==> src/rtl/dahsm_pkg.sv <==
// shared types, constants and helper functions of the hold stability monitor
// no dependencies
`default_nettype none

package dahsm_pkg;

  localparam int NumJoints     = 6;
  localparam int JointW        = 3;
  localparam int PosW          = 12;
  localparam int PosModulus    = 1 << PosW;
  localparam int HalfTurn      = PosModulus / 2;
  localparam int StampW        = 32;
  localparam int TolW          = 11;
  localparam int MsW           = 31;
  localparam int TgtW          = 48;
  localparam int TgtPairW      = 2 * PosW;
  localparam int NumTargetRegs = 3;
  localparam int CfgIdxW       = 3;
  localparam int TreeLeaves    = 1 << $clog2(NumJoints);

  // register indexes of the configuration port
  typedef enum logic [CfgIdxW-1:0] {
    CFG_AFTER_STAMP = 3'd0,
    CFG_TOLERANCE   = 3'd1,
    CFG_DWELL_TIME  = 3'd2,
    CFG_MAX_AGE     = 3'd3,
    CFG_TARGETS_01  = 3'd4,
    CFG_TARGETS_23  = 3'd5,
    CFG_TARGETS_45  = 3'd6
  } cfg_reg_e;

  // item kinds
  typedef enum logic {
    KIND_OBSERVE = 1'b0,
    KIND_CHECK   = 1'b1
  } kind_e;

  typedef struct packed {
    logic              kind;
    logic [JointW-1:0] joint;
    logic [PosW-1:0]   left_pos;
    logic [PosW-1:0]   right_pos;
    logic [StampW-1:0] sample_stamp;
    logic [StampW-1:0] now;
  } obs_item_t;

  typedef struct packed {
    logic              accepted;
    logic              held;
    logic [StampW-1:0] oldest_stamp;
  } hold_result_t;

  typedef struct packed {
    logic [StampW-1:0]                   after_stamp;
    logic [TolW-1:0]                     tolerance;
    logic [MsW-1:0]                      dwell_time;
    logic [MsW-1:0]                      max_age;
    logic [NumTargetRegs-1:0][TgtW-1:0]  targets;
  } cfg_t;

  typedef struct packed {
    logic [NumJoints-1:0]             seen;
    logic [NumJoints-1:0]             stable;
    logic [NumJoints-1:0][StampW-1:0] last_stamp;
    logic [NumJoints-1:0][StampW-1:0] stable_start;
  } joint_state_t;

  // serial-number compare: a strictly newer than b
  function automatic logic is_newer(logic [StampW-1:0] a, logic [StampW-1:0] b);
    logic [StampW-1:0] d;
    d = a - b;
    return (d != '0) && !d[StampW-1];
  endfunction

  // distance between two encoder readings on the wrapped circle
  function automatic logic [PosW-1:0] wrap_dist(logic [PosW-1:0] a, logic [PosW-1:0] b);
    logic [PosW-1:0] d;
    d = (a > b) ? (a - b) : (b - a);
    return ({1'b0, d} > (PosW+1)'(HalfTurn)) ? (PosW'(0) - d) : d;
  endfunction

endpackage

`default_nettype wire

==> src/rtl/dahsm_cfg_regs.sv <==
// configuration registers of the hold stability monitor
// depends on dahsm_pkg
`default_nettype none

module dahsm_cfg_regs (
  input  wire logic                            clk_i,
  input  wire logic                            rst_ni,
  input  wire logic                            busy_i,
  input  wire logic                            cfg_valid_i,
  output logic                                 cfg_ready_o,
  input  wire logic [dahsm_pkg::CfgIdxW-1:0]   cfg_index_i,
  input  wire logic [dahsm_pkg::TgtW-1:0]      cfg_data_i,
  output dahsm_pkg::cfg_t                      cfg_o,
  output logic                                 clear_o
);

  dahsm_pkg::cfg_t cfg_q, cfg_d;
  logic            wr;
  logic            known;

  // writes are taken only while busy_i is low
  assign cfg_ready_o = !busy_i;
  assign wr          = cfg_valid_i && cfg_ready_o;

  // decode the register index
  always_comb begin
    cfg_d = cfg_q;
    known = 1'b1;
    unique case (dahsm_pkg::cfg_reg_e'(cfg_index_i))
      dahsm_pkg::CFG_AFTER_STAMP: cfg_d.after_stamp = cfg_data_i[dahsm_pkg::StampW-1:0];
      dahsm_pkg::CFG_TOLERANCE:   cfg_d.tolerance   = cfg_data_i[dahsm_pkg::TolW-1:0];
      dahsm_pkg::CFG_DWELL_TIME:  cfg_d.dwell_time  = cfg_data_i[dahsm_pkg::MsW-1:0];
      dahsm_pkg::CFG_MAX_AGE:     cfg_d.max_age     = cfg_data_i[dahsm_pkg::MsW-1:0];
      dahsm_pkg::CFG_TARGETS_01:  cfg_d.targets[0]  = cfg_data_i;
      dahsm_pkg::CFG_TARGETS_23:  cfg_d.targets[1]  = cfg_data_i;
      dahsm_pkg::CFG_TARGETS_45:  cfg_d.targets[2]  = cfg_data_i;
      default:                    known             = 1'b0;
    endcase
  end

  // a write to a known register also clears the joint state
  assign clear_o = wr && known;

  always_ff @(posedge clk_i or negedge rst_ni) begin
    if (!rst_ni) begin
      cfg_q.after_stamp <= '0;
      cfg_q.tolerance   <= dahsm_pkg::TolW'(16);
      cfg_q.dwell_time  <= dahsm_pkg::MsW'(1);
      cfg_q.max_age     <= dahsm_pkg::MsW'(1);
      cfg_q.targets     <= '0;
    end else if (wr) begin
      cfg_q <= cfg_d;
    end
  end

  assign cfg_o = cfg_q;

endmodule

`default_nettype wire

==> src/rtl/dahsm_joint_state.sv <==
// per-joint sample checks and state registers of the hold stability monitor
// depends on dahsm_pkg
`default_nettype none

module dahsm_joint_state (
  input  wire logic                  clk_i,
  input  wire logic                  rst_ni,
  input  wire logic                  upd_en_i,
  input  wire dahsm_pkg::obs_item_t  item_i,
  input  wire logic                  clear_i,
  input  wire dahsm_pkg::cfg_t       cfg_i,
  output dahsm_pkg::joint_state_t    state_o,
  output logic                       accepted_o
);

  dahsm_pkg::joint_state_t st_q, st_d;

  logic                           joint_ok;
  logic                           sel_seen;
  logic                           sel_stable;
  logic [dahsm_pkg::StampW-1:0]   sel_last;
  logic [dahsm_pkg::PosW-1:0]     tgt_l;
  logic [dahsm_pkg::PosW-1:0]     tgt_r;
  logic [dahsm_pkg::StampW-1:0]   age_now;
  logic [dahsm_pkg::StampW-1:0]   gap;
  logic                           reject;
  logic                           continuous;
  logic                           in_tol;
  logic                           is_obs;

  assign joint_ok = item_i.joint < dahsm_pkg::JointW'(dahsm_pkg::NumJoints);
  assign is_obs   = item_i.kind == dahsm_pkg::KIND_OBSERVE;

  // select the addressed joint's state and targets
  always_comb begin
    sel_seen   = 1'b0;
    sel_stable = 1'b0;
    sel_last   = '0;
    tgt_l      = '0;
    tgt_r      = '0;
    for (int j = 0; j < dahsm_pkg::NumJoints; j++) begin
      if (item_i.joint == dahsm_pkg::JointW'(j)) begin
        sel_seen   = st_q.seen[j];
        sel_stable = st_q.stable[j];
        sel_last   = st_q.last_stamp[j];
        if ((j >> 1) < dahsm_pkg::NumTargetRegs) begin
          tgt_l = cfg_i.targets[j >> 1][(j & 1) * dahsm_pkg::TgtPairW +: dahsm_pkg::PosW];
          tgt_r = cfg_i.targets[j >> 1][(j & 1) * dahsm_pkg::TgtPairW + dahsm_pkg::PosW
                                        +: dahsm_pkg::PosW];
        end
      end
    end
  end

  // staleness, ordering, continuity and tolerance checks
  always_comb begin
    age_now    = item_i.now - item_i.sample_stamp;
    gap        = item_i.sample_stamp - sel_last;
    reject     = (age_now >= {1'b0, cfg_i.max_age})
              || !dahsm_pkg::is_newer(item_i.sample_stamp, cfg_i.after_stamp)
              || (sel_seen && !dahsm_pkg::is_newer(item_i.sample_stamp, sel_last));
    continuous = sel_seen && (gap < {1'b0, cfg_i.max_age});
    in_tol     = (dahsm_pkg::wrap_dist(item_i.left_pos, tgt_l)  <= {1'b0, cfg_i.tolerance})
              && (dahsm_pkg::wrap_dist(item_i.right_pos, tgt_r) <= {1'b0, cfg_i.tolerance});
  end

  assign accepted_o = is_obs && joint_ok && !reject && in_tol;

  // next state of the addressed joint, or of all joints on a clear
  always_comb begin
    st_d = st_q;
    if (clear_i) begin
      st_d = '0;
    end else if (upd_en_i && is_obs && joint_ok) begin
      for (int j = 0; j < dahsm_pkg::NumJoints; j++) begin
        if (item_i.joint == dahsm_pkg::JointW'(j)) begin
          if (reject) begin
            st_d.stable[j] = 1'b0;
          end else begin
            st_d.seen[j]       = 1'b1;
            st_d.last_stamp[j] = item_i.sample_stamp;
            if (!in_tol) begin
              st_d.stable[j] = 1'b0;
            end else if (!continuous || !sel_stable) begin
              st_d.stable_start[j] = item_i.sample_stamp;
              st_d.stable[j]       = 1'b1;
            end
          end
        end
      end
    end
  end

  always_ff @(posedge clk_i or negedge rst_ni) begin
    if (!rst_ni) begin
      st_q <= '0;
    end else begin
      st_q <= st_d;
    end
  end

  assign state_o = st_q;

endmodule

`default_nettype wire

==> src/rtl/dahsm_hold_check.sv <==
// all-joint hold check: per-joint age and dwell compares, then a max-age tree
// depends on dahsm_pkg
`default_nettype none

module dahsm_hold_check (
  input  wire logic                         clk_i,
  input  wire logic                         rst_ni,
  input  wire logic                         adv_i,
  input  wire dahsm_pkg::joint_state_t      state_i,
  input  wire dahsm_pkg::cfg_t              cfg_i,
  input  wire logic [dahsm_pkg::StampW-1:0] now_i,
  output logic                              held_o,
  output logic [dahsm_pkg::StampW-1:0]      oldest_o
);

  logic [dahsm_pkg::NumJoints-1:0][dahsm_pkg::StampW-1:0] age;
  logic [dahsm_pkg::NumJoints-1:0][dahsm_pkg::StampW-1:0] age_q;
  logic [dahsm_pkg::NumJoints-1:0]                        fresh;
  logic [dahsm_pkg::NumJoints-1:0]                        dwell_ok;
  logic [dahsm_pkg::StampW-1:0]                           run;
  logic [dahsm_pkg::StampW-1:0]                           now_q;
  logic                                                   ok, ok_q;
  logic [dahsm_pkg::StampW-1:0]                           node [2*dahsm_pkg::TreeLeaves];

  // per-joint freshness and dwell compares, all in parallel
  always_comb begin
    for (int j = 0; j < dahsm_pkg::NumJoints; j++) begin
      age[j]      = now_i - state_i.last_stamp[j];
      fresh[j]    = age[j] < {1'b0, cfg_i.max_age};
      run         = state_i.last_stamp[j] - state_i.stable_start[j];
      dwell_ok[j] = run >= {1'b0, cfg_i.dwell_time};
    end
    ok = (&state_i.seen) && (&state_i.stable) && (&fresh) && (&dwell_ok);
  end

  // stage register between the compares and the tree
  always_ff @(posedge clk_i or negedge rst_ni) begin
    if (!rst_ni) begin
      ok_q <= 1'b0;
    end else if (adv_i) begin
      ok_q <= ok;
    end
  end

  always_ff @(posedge clk_i) begin
    if (adv_i) begin
      age_q <= age;
      now_q <= now_i;
    end
  end

  // binary max tree over the ages, root at node 1
  always_comb begin
    for (int i = 0; i < 2 * dahsm_pkg::TreeLeaves; i++) begin
      node[i] = '0;
    end
    for (int i = 0; i < dahsm_pkg::NumJoints; i++) begin
      node[dahsm_pkg::TreeLeaves + i] = age_q[i];
    end
    for (int i = dahsm_pkg::TreeLeaves - 1; i >= 1; i--) begin
      node[i] = (node[2*i] > node[2*i+1]) ? node[2*i] : node[2*i+1];
    end
  end

  assign held_o   = ok_q;
  assign oldest_o = ok_q ? (now_q - node[1]) : '0;

endmodule

`default_nettype wire

==> src/rtl/dual_arm_hold_stability_monitor_unit.sv <==
// Dual-arm hold stability monitor, top level.
// Depends on dahsm_pkg, dahsm_cfg_regs, dahsm_joint_state, dahsm_hold_check.
//
// Input channel (in_valid_i / in_stall_o / in_item_i): one request per item,
// either an observe of one joint's left and right encoder reading with its
// sample stamp and current time, or a plain hold check.
// Output channel (out_valid_o / out_stall_i / out_item_o): one result per
// request: accepted flag, held flag and the oldest sample stamp.
// Config channel (cfg_valid_i / cfg_ready_o): register index and data; a
// write to a known register clears all joint state. Ready is low while a
// request is in the first two pipeline stages.
// Throughput: one request per cycle while the output is not stalled; the
// joint state is read and written in the same stage, so a request sees
// everything its predecessor left.
// Reset clears the state and the pipeline and loads the register defaults.
// A stall on a valid output result holds the whole pipeline and raises in_stall_o in
// the same cycle; a held result stays unchanged until taken.
`default_nettype none

module dual_arm_hold_stability_monitor_unit (
  input  wire logic                          clk_i,
  input  wire logic                          rst_ni,
  input  wire logic                          in_valid_i,
  output logic                               in_stall_o,
  input  wire dahsm_pkg::obs_item_t          in_item_i,
  output logic                               out_valid_o,
  input  wire logic                          out_stall_i,
  output dahsm_pkg::hold_result_t            out_item_o,
  input  wire logic                          cfg_valid_i,
  output logic                               cfg_ready_o,
  input  wire logic [dahsm_pkg::CfgIdxW-1:0] cfg_index_i,
  input  wire logic [dahsm_pkg::TgtW-1:0]    cfg_data_i
);

  logic                         adv;
  logic                         s1_valid_q, s2_valid_q, s3_valid_q, out_valid_q;
  dahsm_pkg::obs_item_t         s1_item_q;
  logic [dahsm_pkg::StampW-1:0] s2_now_q;
  logic                         s2_acc_q, s3_acc_q;
  logic                         acc;
  logic                         clear;
  logic                         held;
  logic [dahsm_pkg::StampW-1:0] oldest;
  dahsm_pkg::cfg_t              cfg;
  dahsm_pkg::joint_state_t      state;
  dahsm_pkg::hold_result_t      out_q;

  // whole pipeline moves unless a finished result is stalled
  assign adv         = !(out_valid_q && out_stall_i);
  assign in_stall_o  = !adv;
  assign out_valid_o = out_valid_q;
  assign out_item_o  = out_q;

  dahsm_cfg_regs u_cfg (
    .clk_i       (clk_i),
    .rst_ni      (rst_ni),
    .busy_i      (s1_valid_q || s2_valid_q),
    .cfg_valid_i (cfg_valid_i),
    .cfg_ready_o (cfg_ready_o),
    .cfg_index_i (cfg_index_i),
    .cfg_data_i  (cfg_data_i),
    .cfg_o       (cfg),
    .clear_o     (clear)
  );

  dahsm_joint_state u_state (
    .clk_i      (clk_i),
    .rst_ni     (rst_ni),
    .upd_en_i   (adv && s1_valid_q),
    .item_i     (s1_item_q),
    .clear_i    (clear),
    .cfg_i      (cfg),
    .state_o    (state),
    .accepted_o (acc)
  );

  dahsm_hold_check u_hold (
    .clk_i    (clk_i),
    .rst_ni   (rst_ni),
    .adv_i    (adv),
    .state_i  (state),
    .cfg_i    (cfg),
    .now_i    (s2_now_q),
    .held_o   (held),
    .oldest_o (oldest)
  );

  // stage valid bits
  always_ff @(posedge clk_i or negedge rst_ni) begin
    if (!rst_ni) begin
      s1_valid_q  <= 1'b0;
      s2_valid_q  <= 1'b0;
      s3_valid_q  <= 1'b0;
      out_valid_q <= 1'b0;
    end else if (adv) begin
      s1_valid_q  <= in_valid_i;
      s2_valid_q  <= s1_valid_q;
      s3_valid_q  <= s2_valid_q;
      out_valid_q <= s3_valid_q;
    end
  end

  // stage payload registers
  always_ff @(posedge clk_i) begin
    if (adv) begin
      s1_item_q            <= in_item_i;
      s2_now_q             <= s1_item_q.now;
      s2_acc_q             <= acc && s1_valid_q;
      s3_acc_q             <= s2_acc_q;
      out_q.accepted       <= s3_acc_q;
      out_q.held           <= held;
      out_q.oldest_stamp   <= oldest;
    end
  end

endmodule

`default_nettype wire

==> config.mk <==
export PLATFORM = sky130hd
export DESIGN_NAME = dual_arm_hold_stability_monitor_unit
export DESIGN_NICKNAME = d
export VERILOG_FILES = /design/src/rtl/dahsm_pkg.sv /design/src/rtl/dahsm_cfg_regs.sv /design/src/rtl/dahsm_joint_state.sv /design/src/rtl/dahsm_hold_check.sv /design/src/rtl/dual_arm_hold_stability_monitor_unit.sv
export SDC_FILE = /design/constraint.sdc
export NUM_CORES = 2
export LEC_CHECK = 0
export BUFFER_PORTS_ARGS = -buffer_cell sky130_fd_sc_hd__clkbuf_2
export CAP_MARGIN = 20
export CORE_MARGIN = 2
export CORE_UTILIZATION = 45
export DETAILED_ROUTE_END_ITERATION = 8
export GPL_TIMING_DRIVEN = 0
export HOLD_SLACK_MARGIN = 0.06
export SETUP_SLACK_MARGIN = 0.5
export SYNTH_ARGS = -nofsm -noshare
export SYNTH_HDL_FRONTEND = slang
export SYNTH_SLANG_ARGS = --single-unit
export TNS_END_PERCENT = 100
==> constraint.sdc <==
create_clock -name clk_i -period 16.3 [get_ports clk_i]
set_clock_uncertainty 0.1 [all_clocks]
set_input_delay 2.445 -clock clk_i [delete_from_list [all_inputs] [get_ports clk_i]]
set_output_delay 2.445 -clock clk_i [all_outputs]
set_load 0.1 [all_outputs]
# Word level (Yosys, flattened, before mapping)
# Index checks and enable logic that the tools add are counted.
[totals]
reg_bits = 1034
in_bits = 148
out_inout_bits = 37
wordCells = 267
[classes]
add_sub_neg = 22
n_lt_le_gt_ge = 27
eq_ne = 13
mux = 75
bitwise = 1
n_reduce_logical = 74
[op_table]
columns = ["operator", "count"]
rows = [
  ["2-to-1 mux 32 bit", 28],
  ["2-to-1 mux 396 bit", 2],
  ["subtractor 32 bit", 16],
  [">= comparator 32 x 31 -> 1 bit", 7],
  ["less-than comparator 32 x 31 -> 1 bit", 7],
  ["2-to-1 mux 12 bit", 16],
  ["greater-than comparator 32 bit", 5],
  ["nonzero test 32 bit", 2],
  ["subtractor 12 bit", 4],
  ["AND reduction 3 bit", 12],
  ["greater-than comparator 32 x 1 -> 1 bit (second input constant)", 1],
  ["AND reduction 5 bit", 6],
  ["2-to-1 mux 1 bit", 29],
  ["greater-than comparator 12 bit", 2],
  ["greater-than comparator 12 bit (second input constant)", 2],
  ["<= comparator 12 x 11 -> 1 bit", 2],
  ["AND reduction 6 bit", 4],
  ["subtractor 1 x 12 -> 12 bit (first input constant)", 2],
  ["logical AND 1 bit", 18],
  ["nonzero test 2 bit", 9],
  ["equality test 3 bit (second input constant)", 5],
  ["AND reduction 2 bit", 7],
  ["equality test 3 x 2 -> 1 bit (second input constant)", 4],
  ["logical NOT 1 bit", 9],
  ["8 further kinds", 13],
]

# Depth between registers and ports, before layout
[depth]
depth_word = 18
mapped_depth = 48
mapped_depth_nobuf = 46

# Hierarchy
# Synthesis repeated with hierarchy kept, for this count alone.
[hier_totals]
cells_unflattened = 8913
area_unflattened_um2 = 84115.7
[modules_own_cells]
columns = ["module", "n_inst", "cells_each", "area_each_um2", "seq_area_each_um2"]
rows = [
  ["dahsm_hold_check", 1, 4940, 40377.5, 6751.5],
  ["dahsm_joint_state", 1, 3261, 29473.3, 9909.5],
  ["dahsm_cfg_regs", 1, 538, 9273.9, 6234.7],
  ["dual_arm_hold_stability_monitor_unit", 1, 174, 4991.0, 4904.7],
]

# Worst setup path before layout
# No wires, ideal clock.
[synth_timing]
path_type = "input-to-output"
startpoint = "input out_stall_i"
endpoint = "output in_stall_o"
arrival_time_ns = 14.656
required_time_ns = 13.755
setup_slack_ns = -0.901
stages = 2
path_buffers = 0
cell_sequence = "nand2_1 inv_1"
[synth_via]
elab_chain_cells = 1
[synth_lines]
columns = ["element", "line_no", "text"]
rows = [
  ["from (decl)", "dual_arm_hold_stability_monitor_unit.sv:27", "input wire logic out_stall_i,"],
  ["logical AND 1 bit", "dual_arm_hold_stability_monitor_unit.sv:49", "assign adv = !(out_valid_q && out_stall_i);"],
  ["to (decl)", "dual_arm_hold_stability_monitor_unit.sv:24", "output logic in_stall_o,"],
]
# No other way between the ends.

# Worst setup path in the final report
[layout_timing]
startpoint = "register u_hold.age_q[17] (netlist name)"
endpoint = "register out_q, in the netlist out_item_o[30], data pin"
[layout_via]
elab_chain_cells = 7
[layout_lines]
columns = ["element", "line_no", "text"]
rows = [
  ["from (decl)", "dahsm_hold_check.sv:17", "logic [dahsm_pkg::NumJoints-1:0][dahsm_pkg::StampW-1:0] age_q;"],
  ["from (signal assigned)", "dahsm_hold_check.sv:47", "age_q <= age;"],
  ["greater-than comparator 32 bit", "dahsm_hold_check.sv:61", "node[i] = (node[2*i] > node[2*i+1]) ? node[2*i] : node[2*i+1];"],
  ["2-to-1 mux 32 bit (*)", "dahsm_hold_check.sv:61", ""],
  ["greater-than comparator 32 bit", "dahsm_hold_check.sv:61", ""],
  ["2-to-1 mux 32 bit (*)", "dahsm_hold_check.sv:61", ""],
  ["greater-than comparator 32 bit", "dahsm_hold_check.sv:61", ""],
  ["2-to-1 mux 32 bit (*)", "dahsm_hold_check.sv:61", ""],
  ["subtractor 32 bit (*)", "dahsm_hold_check.sv:66", "assign oldest_o = ok_q ? (now_q - node[1]) : '0;"],
  ["to (decl)", "dual_arm_hold_stability_monitor_unit.sv:46", "dahsm_pkg::hold_result_t out_q;"],
]
# Every way passes the cells marked *; elsewhere a longest branch is shown, timed or not.
# A chain may end at the register's enable or synchronous reset.

==> impl_metrics.tcl <==
set metrics [dict create \
    status "complete, no violations" \
    numPortBuffers 184 \
    clk_latency_ns 0.84 \
    drv_cap 0 \
    final_cell_mix "ha_1, inv_1, a21oi_1" \
    syn_nets 10400 \
    hold_path_end "s3_acc_q$_DFFE_PN_" \
    synth-edff-count 384 \
    track_usage 0.366 \
    r2r-start "u_hold.age_q[17]$_DFFE_PN_" \
    start_util 0.452 \
    hpwl_um 289000 \
    detail-route-antenna-nets 0 \
    crit_arrival_ns 15.50 \
    synthCells 9107 \
    dieArea_mm2 0.189 \
    synth_ff_type "dfrtp_1" \
    grt_pass1_vias 75100 \
    synthesis.area_mm2 0.0835 \
    cpPeakStageDelay_ns 0.74 \
    fmax_ghz 0.0662 \
    maxSlewHeadroom 0.0899 \
    drtPass1Iterations 9 \
    viasPerCell 6.29 \
    r2r-end "out_item_o[30]$_SDFFCE_PN0N_" \
    cp_top_family "compound AO/OA/AOI/OAI gates" \
    synth_seq_area_share 0.333 \
    period_share 0.926 \
    die_h_um 435 \
    cts.sinks 1034 \
    drtIter0Drc 7422 \
    critPathLaunchType "flip-flop" \
    worstHoldStart "s2_acc_q$_DFFE_PN_" \
    drc_errors 0 \
    clock_path_buffers 3 \
    ys_types 92 \
    overflow 0 \
    num_rows 158 \
    async_flop_share 0.629 \
    cts_root_buf "clkbuf_16" \
    setup_viol_count_final 0 \
    hold_viol 0 \
    area_growth_syn_to_layout_pct 10.8 \
    antenna_found_initial 18 \
    fin_nets 10800 \
    grt_start_max_net_pins 127 \
    cts_max_level 4 \
    synth_warnings 0 \
    cts_buffers 130 \
    rsz0062_at_grt "no" \
    cp-end-kind "flip-flop" \
    stdcell_count 12100 \
    num_vias 75900 \
    boundaryPins 185 \
    layout.cells.most_common "ha_1" \
    finalInstanceArea_mm2 0.0926 \
    period_needed_ns 15.10 \
    cts_tree "yes" \
    clk_pin_slew_ns 0.06 \
    crit_slowest_cell "nor3_1" \
    critPathBufInv 8 \
    hold_path.class "reg -> reg" \
    wl_um 357000 \
    setup.worst_path.class "reg -> reg" \
    cp_max_fo 10 \
    tightest_slew_ns 1.36 \
    die_width_um 435 \
    coreArea_mm2 0.185 \
    layout-drive-gt1-share 0.0843 \
    grt_pass1_wl_um 503000 \
    required_ns 16.71 \
    setup-tns-final_ns 0 \
    synth_seq_cells 1034 \
    drt-wirelength-per-cell_um 29.6 \
    drv_slew 0 \
    fin_hold_ws_ns 0.321 \
    r2r_slack_ns 1.20 \
    place.gp.congestion 1.07 \
    dp.cells 11800 \
    worst-r2r-cell-count 46 \
    hold_path_depth 0 \
    synth_area_per_cell_um2 9.17 \
    placed_area_mm2 0.0882 \
]
layer usage:
layer	vias to the layer above	part of all wire	track usage
li1	34400	-	-
met1	37000	0.37	0.423
met2	3526	0.46	0.598
met3	987	0.083	0.0735
met4	6	0.090	0.279
met5	-	0.00011	0
per-stage QoR:
stage	worst slack, ns	utilization
after floorplan	4.27	-
after global routing	0.614	0.500
after CTS	0.680	0.500
final	1.20	0.500
after global placement	-3.42	0.473
after detailed placement	0.740	0.477
area by class of cell:
cell class / count / area (um^2)
Fill cell: 17400 / 92400
Multi-Input combinational cell: 6932 / 51400
Sequential cell: 1034 / 27800
Clock buffer: 166 / 3520
Tap cell: 2480 / 3100
Inverter: 811 / 3040
Timing Repair Buffer: 229 / 1510
Buffer: 330 / 1360
Clock inverter: 66 / 801
Antenna cell: 10 / 25.0
flip-flops by register name (all words and copies together), names as in the netlist, 32 cells and up:
register / cells
u_state.state_o: 396
u_cfg.cfg_o: 249
u_hold.age_q: 192
s1_item_q: 92
out_item_o: 34
s2_now_q: 32
u_hold.now_q: 32
timing repair:
action	CTS	global route
setup buffers	0	0
hold buffers	0	0
gates resized for setup	0	5
setup endpoints to repair	0	6
endpoints found under the hold margin	0	0
cell families (layout without fill, tap and decap cells):
family / after synthesis / after routing / synth area share
and+or+nand+nor: 2138 / 2138 / 0.127
other: 0 / 10 / 0
AOI/OAI and AO/OA: 2738 / 2738 / 0.206
xor gates and xnor gates: 439 / 439 / 0.0460
DFF: 1034 / 1034 / 0.333
muxes: 442 / 442 / 0.0579
adders and majority gates: 1175 / 1175 / 0.178
buffers and inverters: 1141 / 1602 / 0.0525
synth_stat cells (all sizes together), types with 27 or more instances:
cell / instances / area share
ha: 1154 / 0.17
inv: 810 / 0.036
a21oi: 771 / 0.046
o21ai: 669 / 0.040
dfrtp: 647 / 0.19
nand2: 594 / 0.027
nor2: 439 / 0.020
edfxtp: 384 / 0.14
xnor2: 292 / 0.031
a21o: 283 / 0.025
nand4: 281 / 0.021
mux2: 269 / 0.036
clkbuf: 262 / 0.012
o22ai: 243 / 0.018
nand3: 178 / 0.011
mux2i: 167 / 0.020
xor2: 147 / 0.015
o21a: 135 / 0.012
nor3: 121 / 0.0072
nor2b: 95 / 0.0071
nand2b: 89 / 0.0067
a211oi: 72 / 0.0065
buf: 66 / 0.0041
o21bai: 62 / 0.0056
and3: 61 / 0.0046
o211ai: 54 / 0.0049
o31a: 53 / 0.0056
and2: 52 / 0.0039
or3: 51 / 0.0038
a31oi: 50 / 0.0037
nor4: 39 / 0.0029
o31ai: 38 / 0.0035
a2111oi: 33 / 0.0036
o2111ai: 31 / 0.0032
or2: 31 / 0.0023
a222oi: 27 / 0.0032
how the worst max path moves through the flow:
stage / endpoint / slack [ns] / start / depth (start not counted)
after global routing: out_item_o[30]$_SDFFCE_PN0N_ / 0.61 / u_hold.age_q[17]$_DFFE_PN_ / 46
after floorplan: in_stall_o / 4.27 / out_stall_i / 2
after detailed placement: out_item_o[30]$_SDFFCE_PN0N_ / 0.74 / u_hold.age_q[17]$_DFFE_PN_ / 46
final: out_item_o[30]$_SDFFCE_PN0N_ / 1.20 / u_hold.age_q[17]$_DFFE_PN_ / 46
after global placement: u_cfg.cfg_o[81]$_DFFE_PN0P_ / -3.42 / rst_ni / 1
after CTS: out_item_o[30]$_SDFFCE_PN0N_ / 0.68 / u_hold.age_q[17]$_DFFE_PN_ / 46
Power is not shown: default switching activity piles up to over one toggle a cycle in this logic, so the estimate is an artifact.
